File: src/rtl/lir_pkg.sv
`default_nettype none

package lir_pkg;

  localparam int SAMPLE_W    = 16;
  localparam int REG_W       = 24;
  localparam int APB_ADDR_W  = 3;
  localparam int APB_DATA_W  = 32;
  localparam int COUNT_BITS  = 24;
  localparam int FRAC_BITS   = 16;
  localparam int PHASE_W     = COUNT_BITS + FRAC_BITS;
  localparam int MAX_RESULTS = 16;
  localparam int N_W         = $clog2(MAX_RESULTS + 1);
  localparam int DIFF_W      = SAMPLE_W + 1;
  localparam int PROD_W      = DIFF_W + FRAC_BITS + 1;
  localparam int NUM_W       = PROD_W + 1;
  localparam int Q_W         = NUM_W - FRAC_BITS;
  localparam int LIM_W       = ((PHASE_W > REG_W + FRAC_BITS) ? PHASE_W : REG_W + FRAC_BITS) + 1;
  localparam int FIN_W       = ((COUNT_BITS > REG_W) ? COUNT_BITS : REG_W) + 1;

  localparam logic [REG_W-1:0] RATIO_RESET = REG_W'(65536);

  localparam logic REG_RATIO = 1'b0;
  localparam logic REG_TOTAL = 1'b1;

  typedef enum logic [1:0] {
    ST_IDLE,
    ST_CHECK,
    ST_MULT,
    ST_BLEND
  } state_t;

  typedef struct packed {
    logic start;
    logic emit;
    logic mult;
    logic blend;
    logic finish;
  } cmd_t;

  typedef struct packed {
    logic ok;
    logic have_hold;
    logic out_free;
    logic total_zero;
  } status_t;

endpackage

`default_nettype wire

File: src/rtl/lir_ctrl.sv
`default_nettype none

module lir_ctrl (
  input  wire              clk,
  input  wire              rst,
  input  wire              in_valid,
  output logic             in_ready,
  input  lir_pkg::status_t status,
  output lir_pkg::cmd_t    cmd
);
  import lir_pkg::*;

  state_t state;
  state_t state_next;

  logic check_go;

  assign check_go = !status.have_hold || status.out_free;

  always_ff @(posedge clk) begin
    if (rst) begin
      state <= ST_IDLE;
    end else begin
      state <= state_next;
    end
  end

  always_comb begin
    state_next = state;
    case (state)
      ST_IDLE: begin
        if (in_valid && !status.total_zero) state_next = ST_CHECK;
      end
      ST_CHECK: begin
        if (check_go) state_next = status.ok ? ST_MULT : ST_IDLE;
      end
      ST_MULT:  state_next = ST_BLEND;
      ST_BLEND: state_next = ST_CHECK;
      default:  state_next = ST_IDLE;
    endcase
  end

  always_comb begin
    in_ready   = 1'b0;
    cmd        = '0;
    case (state)
      ST_IDLE: begin
        in_ready  = 1'b1;
        cmd.start = in_valid;
      end
      ST_CHECK: begin
        cmd.emit   = status.have_hold && status.out_free;
        cmd.finish = check_go && !status.ok;
      end
      ST_MULT:  cmd.mult  = 1'b1;
      ST_BLEND: cmd.blend = 1'b1;
      default: begin
        in_ready = 1'b0;
      end
    endcase
  end

endmodule

`default_nettype wire

File: src/rtl/lir_dpath.sv
`default_nettype none

module lir_dpath (
  input  wire                           clk,
  input  wire                           rst,
  input  wire  [lir_pkg::REG_W-1:0]     resample_ratio,
  input  wire  [lir_pkg::REG_W-1:0]     total_samples,
  input  wire  [lir_pkg::SAMPLE_W-1:0]  in_sample,
  input  lir_pkg::cmd_t                 cmd,
  output lir_pkg::status_t              status,
  output logic                          out_valid,
  input  wire                           out_ready,
  output logic [lir_pkg::SAMPLE_W-1:0]  out_sample,
  output logic                          run_last,
  output logic                          stream_end
);
  import lir_pkg::*;

  localparam logic [NUM_W-1:0] TRUNC_ADJ = NUM_W'((64'd1 << FRAC_BITS) - 64'd1);
  localparam logic signed [Q_W-1:0] SAT_HI = Q_W'(32767);
  localparam logic signed [Q_W-1:0] SAT_LO = Q_W'(-32768);

  logic [SAMPLE_W-1:0]      prev;
  logic [COUNT_BITS-1:0]    count;
  logic [PHASE_W-1:0]       phase;
  logic [SAMPLE_W-1:0]      cur;
  logic signed [DIFF_W-1:0] diff;
  logic [COUNT_BITS-1:0]    k;
  logic                     final_in;
  logic                     mode_interp;
  logic [N_W-1:0]           n;
  logic [SAMPLE_W-1:0]      hold;
  logic                     have_hold;
  logic                     interp_q;
  logic signed [PROD_W-1:0] prod;

  logic                     due;
  logic                     interp;
  logic                     ok;
  logic signed [FRAC_BITS:0] frac_s;
  logic signed [NUM_W-1:0]  num;
  logic [NUM_W-1:0]         adj;
  logic signed [Q_W-1:0]    quot;
  logic [SAMPLE_W-1:0]      blended;

  assign due = (LIM_W'(phase) + LIM_W'(resample_ratio >> 1))
               <= LIM_W'({total_samples, {FRAC_BITS{1'b0}}});
  assign interp = mode_interp && (k != '0) && (phase[PHASE_W-1:FRAC_BITS] < k);
  assign ok = (n < N_W'(MAX_RESULTS)) && due && (interp || final_in);

  assign frac_s = {1'b0, phase[FRAC_BITS-1:0]};

  // truncate toward zero, then saturate
  assign num = {{(NUM_W-SAMPLE_W-FRAC_BITS){prev[SAMPLE_W-1]}}, prev, {FRAC_BITS{1'b0}}}
               + {prod[PROD_W-1], prod};
  assign adj = num + (num[NUM_W-1] ? TRUNC_ADJ : '0);
  assign quot = adj[NUM_W-1:FRAC_BITS];

  always_comb begin
    if (quot > SAT_HI) begin
      blended = SAMPLE_W'(SAT_HI);
    end else if (quot < SAT_LO) begin
      blended = SAMPLE_W'(SAT_LO);
    end else begin
      blended = quot[SAMPLE_W-1:0];
    end
  end

  assign status.ok         = ok;
  assign status.have_hold  = have_hold;
  assign status.out_free   = !out_valid || out_ready;
  assign status.total_zero = (total_samples == '0);

  always_ff @(posedge clk) begin
    if (rst) begin
      prev      <= '0;
      count     <= '0;
      phase     <= '0;
      have_hold <= 1'b0;
      out_valid <= 1'b0;
    end else begin
      if (cmd.start) begin
        if (total_samples == '0) begin
          prev  <= '0;
          count <= '0;
          phase <= '0;
        end else begin
          have_hold <= 1'b0;
        end
      end
      if (cmd.blend) begin
        have_hold <= 1'b1;
        phase     <= phase + PHASE_W'(resample_ratio);
      end
      if (cmd.finish) begin
        if (final_in) begin
          prev  <= '0;
          count <= '0;
          phase <= '0;
        end else begin
          prev  <= cur;
          count <= k + COUNT_BITS'(1);
        end
      end
      if (cmd.emit) begin
        out_valid <= 1'b1;
      end else if (out_ready) begin
        out_valid <= 1'b0;
      end
    end
  end

  always_ff @(posedge clk) begin
    if (cmd.start) begin
      cur         <= in_sample;
      diff        <= {in_sample[SAMPLE_W-1], in_sample} - {prev[SAMPLE_W-1], prev};
      k           <= count;
      final_in    <= (FIN_W'(count) + FIN_W'(1)) >= FIN_W'(total_samples);
      mode_interp <= 1'b1;
      n           <= '0;
    end
    if (cmd.mult) begin
      interp_q <= interp;
      prod     <= diff * frac_s;
    end
    if (cmd.blend) begin
      hold <= interp_q ? blended : cur;
      n    <= n + N_W'(1);
      if (!interp_q) mode_interp <= 1'b0;
    end
    if (cmd.emit) begin
      out_sample <= hold;
      run_last   <= !ok;
      stream_end <= !ok && final_in;
    end
  end

endmodule

`default_nettype wire

File: src/rtl/linear_interp_resampler.sv
// Linear interpolation resampler.
// Input stream (s_axis_*): one 16-bit signed sample per transaction. Each
// accepted sample releases every output whose read position falls between the
// held previous sample and this one; the final sample of a job also releases
// the remaining outputs at that sample's value. At most 16 outputs per input.
// Output stream (m_axis_*): interpolated sample in tdata, tlast on the last
// output caused by an input, tuser on the last output of the whole job.
// Config (APB): 0x0 resample_ratio (8.16), 0x4 total_samples. Write only
// between jobs or while the block is idle.
// Sequencing: each output passes through a check, a multiply and a blend
// step of the shared datapath, and is released one check later so that
// tlast is known.
// s_axis_tready is high only between inputs; the output register lets the
// next input be taken while the last output still waits. A stalled receiver
// holds the datapath in its check step until the output register frees up.
// Reset: job state cleared, ratio 1.0, total_samples 0, output stream empty.
`default_nettype none

module linear_interp_resampler (
  input  wire                                clk,
  input  wire                                rst,
  input  wire                                s_axis_tvalid,
  output logic                               s_axis_tready,
  input  wire  [15:0]                        s_axis_tdata,   // [15:0] in_sample
  output logic                               m_axis_tvalid,
  input  wire                                m_axis_tready,
  output logic [15:0]                        m_axis_tdata,   // [15:0] out_sample
  output logic                               m_axis_tlast,
  output logic [0:0]                         m_axis_tuser,   // [0] stream_end
  input  wire                                psel,
  input  wire                                penable,
  input  wire                                pwrite,
  input  wire  [lir_pkg::APB_ADDR_W-1:0]     paddr,
  input  wire  [lir_pkg::APB_DATA_W-1:0]     pwdata,
  output logic [lir_pkg::APB_DATA_W-1:0]     prdata,
  output logic                               pready
);
  import lir_pkg::*;

  logic [REG_W-1:0] resample_ratio;
  logic [REG_W-1:0] total_samples;
  logic             reg_sel;
  logic             cfg_wr;
  cmd_t             cmd;
  status_t          status;
  logic             stream_end;

  assign pready  = 1'b1;
  assign reg_sel = paddr[2];
  assign cfg_wr  = psel && penable && pwrite && pready;

  always_ff @(posedge clk) begin
    if (rst) begin
      resample_ratio <= RATIO_RESET;
      total_samples  <= '0;
    end else if (cfg_wr) begin
      case (reg_sel)
        REG_RATIO: resample_ratio <= pwdata[REG_W-1:0];
        REG_TOTAL: total_samples  <= pwdata[REG_W-1:0];
        default:   resample_ratio <= resample_ratio;
      endcase
    end
  end

  always_comb begin
    case (reg_sel)
      REG_RATIO: prdata = APB_DATA_W'(resample_ratio);
      REG_TOTAL: prdata = APB_DATA_W'(total_samples);
      default:   prdata = '0;
    endcase
  end

  lir_ctrl u_ctrl (
    .clk      (clk),
    .rst      (rst),
    .in_valid (s_axis_tvalid),
    .in_ready (s_axis_tready),
    .status   (status),
    .cmd      (cmd)
  );

  lir_dpath u_dpath (
    .clk            (clk),
    .rst            (rst),
    .resample_ratio (resample_ratio),
    .total_samples  (total_samples),
    .in_sample      (s_axis_tdata),
    .cmd            (cmd),
    .status         (status),
    .out_valid      (m_axis_tvalid),
    .out_ready      (m_axis_tready),
    .out_sample     (m_axis_tdata),
    .run_last       (m_axis_tlast),
    .stream_end     (stream_end)
  );

  assign m_axis_tuser = stream_end;

  a_end_is_last: assert property (@(posedge clk) disable iff (rst)
    m_axis_tvalid && m_axis_tuser[0] |-> m_axis_tlast)
    else $error("stream_end without run_last");

  a_busy_after_accept: assert property (@(posedge clk) disable iff (rst)
    s_axis_tvalid && s_axis_tready && (total_samples != '0) |=> !s_axis_tready)
    else $error("input taken while a transaction is in work");

  a_no_emit_when_idle: assert property (@(posedge clk) disable iff (rst)
    s_axis_tready |-> !cmd.emit && !cmd.blend)
    else $error("datapath active while idle");

endmodule

`default_nettype wire

File: config.mk
export PLATFORM = sky130hd
export DESIGN_NAME = linear_interp_resampler
export DESIGN_NICKNAME = d
export VERILOG_FILES = /design/src/rtl/lir_pkg.sv /design/src/rtl/lir_ctrl.sv /design/src/rtl/lir_dpath.sv /design/src/rtl/linear_interp_resampler.sv
export SDC_FILE = /design/constraint.sdc
export NUM_CORES = 2
export LEC_CHECK = 0
export ABC_AREA = 1
export BUFFER_PORTS_ARGS = -buffer_cell sky130_fd_sc_hd__buf_2
export CORE_MARGIN = 3
export CORE_UTILIZATION = 35
export DETAILED_ROUTE_END_ITERATION = 10
export PLACE_DENSITY_LB_ADDON = 0.1
export SYNTH_ARGS = -nofsm -noshare
export SYNTH_HDL_FRONTEND = slang
export SYNTH_SLANG_ARGS = --single-unit
export TNS_END_PERCENT = 5
File: constraint.sdc
create_clock -name clk -period 6.2 [get_ports clk]
set_clock_uncertainty 0.2 [all_clocks]
set_input_delay 0 -clock clk [delete_from_list [all_inputs] [get_ports clk]]
set_output_delay 0 -clock clk [all_outputs]
set_load 0.005 [all_outputs]
==> summary.md <==
| Metric | Value |
|---|---|
| Status | complete, no violations |
| Clk_lat worst skew | 0.56 ns |
| Final Max Tran Viols | 0 |
| Die area | 85510 um^2 |
| Final Power | 5433 uW |
| Grt total ovfl | 0 |
| Yosys top cell area share | 19.73% |
| Remaining DRCs | 0 |
| Max Used Layer | met5 |
| Fmax | 0.1659 GHz |
| Clk network pwr share | 38.1% |
| Netlist cell types | 60 |
| First-pass GRT wire length | 137.6 mm |
| CTS Buf Count | 35 |
| Clk root buf | clkbuf_16 |
| Switch Pwr | 1816 uW |
| Layout cell share with drive strength beyond 1 | 11.33% |
| Relative max-transition margin | 28.99% |
| Placed Cells | 4783 |
| Non-Filler Instances | 4937 |
| Worst-Margin Slew | 1.057 ns |
| Clock sinks | 265 |
| Initial antenna violation count | 2 |
| Period minus WS final | 6.026 ns |
| Sw Share | 33.42% |
| Hold Crit Class | input port to flop |
| CP endpoint kind | flop |
| Clock slew at reported path FFs | 0.06 ns |
| Fillcell total | 8456 |
| Die Span Y | 292.4 um |
| P&R area growth vs syn | 15.60% |
| Gate power share | 23.8% |
| Total GRT Usage | 20.52% |
| Slowest-stage cell, CP | fa_1 |
| Sequential element share of the synthesized area | 23.08% |
| Initial Util | 35.48% |
| RSZ-0062 raised after global routing | true |
| Pin count of the biggest net entering global routing | 60 |
| Primary FF master, synth | dfxtp_1 |
| Clock tree buffer depth | 3 |
| WP data arrival | 6.11 ns |
| Placer congestion estimate | 0.8726 |
| Most common cell after layout, fill and taps aside | inv_1 |
| Routed length on met2 | 44.18 mm |
| # nets final | 4454 |
| Post-synth top area cell | fa_1 |
| Pint | 3617 uW |
| Synth Register Bits | 265 |
| Worst path required time | 6.29 ns |
| Leakage power | 0.01641 uW |
| PD cells | 163.7 nW/um^2 |
| H-tree levels | 2 |
| Seq pwr share | 38.1% |
| Initial DRC Count | 1126 |
| Drt first pass iters | 5 |
| CP Max Fanout | 5 |
| Synth top area cells | fa_1 (20%), edfxtp_1 (14%), ha_1 (11%) |
| Max incr delay on CP | 0.59 ns |
| Worst IR Drop VDD | 0.1345 mV |
| CP Cell Sequence | buf_4 > nand2_1 > inv_1 > fa_1 > fa_1 > inv_1 > fa_1 > fa_1 > fa_1 > inv_1 > fa_1 > ha_4 > a21oi_1 > o221ai_2 > a21oi_2 > o21ai_2 > a21oi_2 > nand3b_1 > o2111ai_1 > xor2_1 |
| Sum of buffers and inverters on the critical path | 4 |
| DRT antenna net count | 0 |
| Avg Cell Area, Syn | 7.904 um^2 |
| Wl on met1 | 36.71 mm |
| CP most frequent cell | fa_1 |
| Warnings from Yosys | 0 |
| Vias in the first global route | 24640 |
| Via count | 23740 |
| CTS tree | yes |
| Post-synth EDFFs | 132 |
| Worst Setup Start Kind | flop |
| Final Hold Fails | 0 |
| Flop2flop setup slack | 0.17 ns |
| I/O pins | 111 |
| Met3 wire length | 2.767 mm |
| Cells after Synth | 3633 |
| Final WL | 86.48 mm |
| Die W | 292.4 um |
| DP Wirelength | 70.83 mm |
| Most frequent cells in the layout | inv_1 (729), nand2_1 (705), fa_1 (275), ha_1 (257), a21oi_1 (256) |
| Avg WL per Cell | 17.52 um |
| Post-Syn Area | 28710 um^2 |
| R2R Path Start | u_dpath.diff[14] |
| Share of flip-flops with an asynchronous set or reset | 0% |
| Area occupied by multi-input gates | 18960 um^2 |
| Row count | 104 |
| Core area | 80940 um^2 |
| Cell Area, Placed | 30940 um^2 |
| Cell family with most CP delay | adder cells |
| Hold Startpoint | s_axis_tdata[15] |
| Design area | 33190 um^2 |
| Max-cap viol count | 0 |
| Final setup violation count | 0 |
| CP Class | flop to flop |
| Tcrit/Tclk final | 97.20% |
| I/O Buffers | 91 |
| Seq. cell area | 6638 um^2 |
| Launch point of the worst path | u_dpath.diff[14] |
| Vias/cell | 4.809 |
-- path summary, 6_finish.rpt --
kind / endpoint / cells after the start
setup / recovery: u_dpath.prod[33] / 20
hold / removal: u_dpath.cur[15] / 2
setup reg to reg: u_dpath.prod[33] / 20
hold reg to reg: u_dpath.out_sample[3] / 0
-- sequential cells by signal (all words and copies together) (netlist names), 2 cells and up --
register	flops
total_samples	24
u_dpath.count	24
u_dpath.k	24
u_dpath.prod	34
u_dpath.prev	16
u_dpath.out_sample	16
u_dpath.n	5
resample_ratio	24
u_dpath.diff	17
u_dpath.hold	16
u_dpath.cur	16
u_ctrl.state	2
u_dpath.phase	40
-- layer usage --
layer	GRT usage, %	vias to the layer above
met5	0	-
met4	6.373	2
met3	2.115	118
met2	37.91	382
met1	25.06	11310
li1	-	11930
-- cell usage after synthesis, types with 14 or more instances --
cell / instances
nor2_1: 218
nand2_2: 25
inv_1: 731
clkbuf_1: 102
dfxtp_1: 133
nand3b_1: 14
nand2_1: 709
xor2_1: 99
a21oi_1: 265
fa_1: 283
edfxtp_1: 132
nand3_1: 150
o21ai_0: 157
nor4_1: 14
ha_1: 263
xnor2_1: 36
a21oi_2: 15
nor3_1: 35
nand4_1: 77
-- power groups by stage --
| stage | Combinational [uW] | Sequential (uW) | Clock, uW |
|---|---|---|---|
| finish | 1290 | 2070 | 2070 |
| global route | 1450 | 2080 | 2190 |
| CTS | 1270 | 2080 | 2120 |
| detailed placement | 1230 | 2120 | 0 |
| global placement | 1230 | 2120 | 0 |
| floorplan | 841 | 2050 | 0 |
-- worst reg2reg max path: stages (launching register included) --
cell and delay, ns:
edfxtp_1 0.49, buf_4 0.21, nand2_1 0.05, inv_1 0.05, fa_1 0.48, fa_1 0.49
inv_1 0.05, fa_1 0.48, fa_1 0.56, fa_1 0.55, inv_1 0.05, fa_1 0.59
ha_4 0.23, a21oi_1 0.19, o221ai_2 0.13, a21oi_2 0.21, o21ai_2 0.13, a21oi_2 0.21
nand3b_1 0.14, o2111ai_1 0.11, xor2_1 0.16
-- cell families (layout without fill, tap and decap cells) --
kind of cell	count (synthesis)	count (layout)	share of synthesized area (%)
flops	265	265	23.08
buf+inv	877	1113	11.75
xor+xnor	138	138	4.327
compound gates	517	517	9.918
simple gates	1288	1288	19.71
fa+ha+maj	546	546	31.19
other cells	2	10	0.02615
-- cell type report --
| cell class | instances | area share (%) |
|---|---|---|
| antenna | 1 | 0.007539 |
| multi-input combinational | 2498 | 57.11 |
| clock inverter | 15 | 0.5466 |
| inverter | 743 | 8.402 |
| timing repair buffer | 307 | 7.007 |
| clock buffer | 48 | 2.936 |
| tap | 1060 | 3.996 |
| sequential | 265 | 20.00 |
-- through the flow --
step / TNS (ns) / utilization, % / worst slack, ns / hold WS (ns)
final: 0 / 41.01 / 0.1737 / 0.03606
after floorplan: -0.1038 / - / -0.09425 / -0.1167
after CTS: 0 / 40.57 / 0.03276 / 0.01247
after global placement: -0.07345 / 38.22 / -0.07345 / 0.04483
after global routing: -0.3137 / 41.01 / -0.07730 / 0.02296
after detailed placement: -0.1411 / 38.22 / -0.1367 / 0.04144
-- repair_timing --
item / CTS / global route
gates cloned: 0 / 1
gates resized for setup: 3 / 58
endpoints found under the hold margin: 165 / 0
buffers inserted: 3 / 15
setup endpoints to repair: 3 / 14
hold buffers: 71 / 0
pin swaps: 0 / 24
No activity file was read; power rests on OpenSTA's default activity.
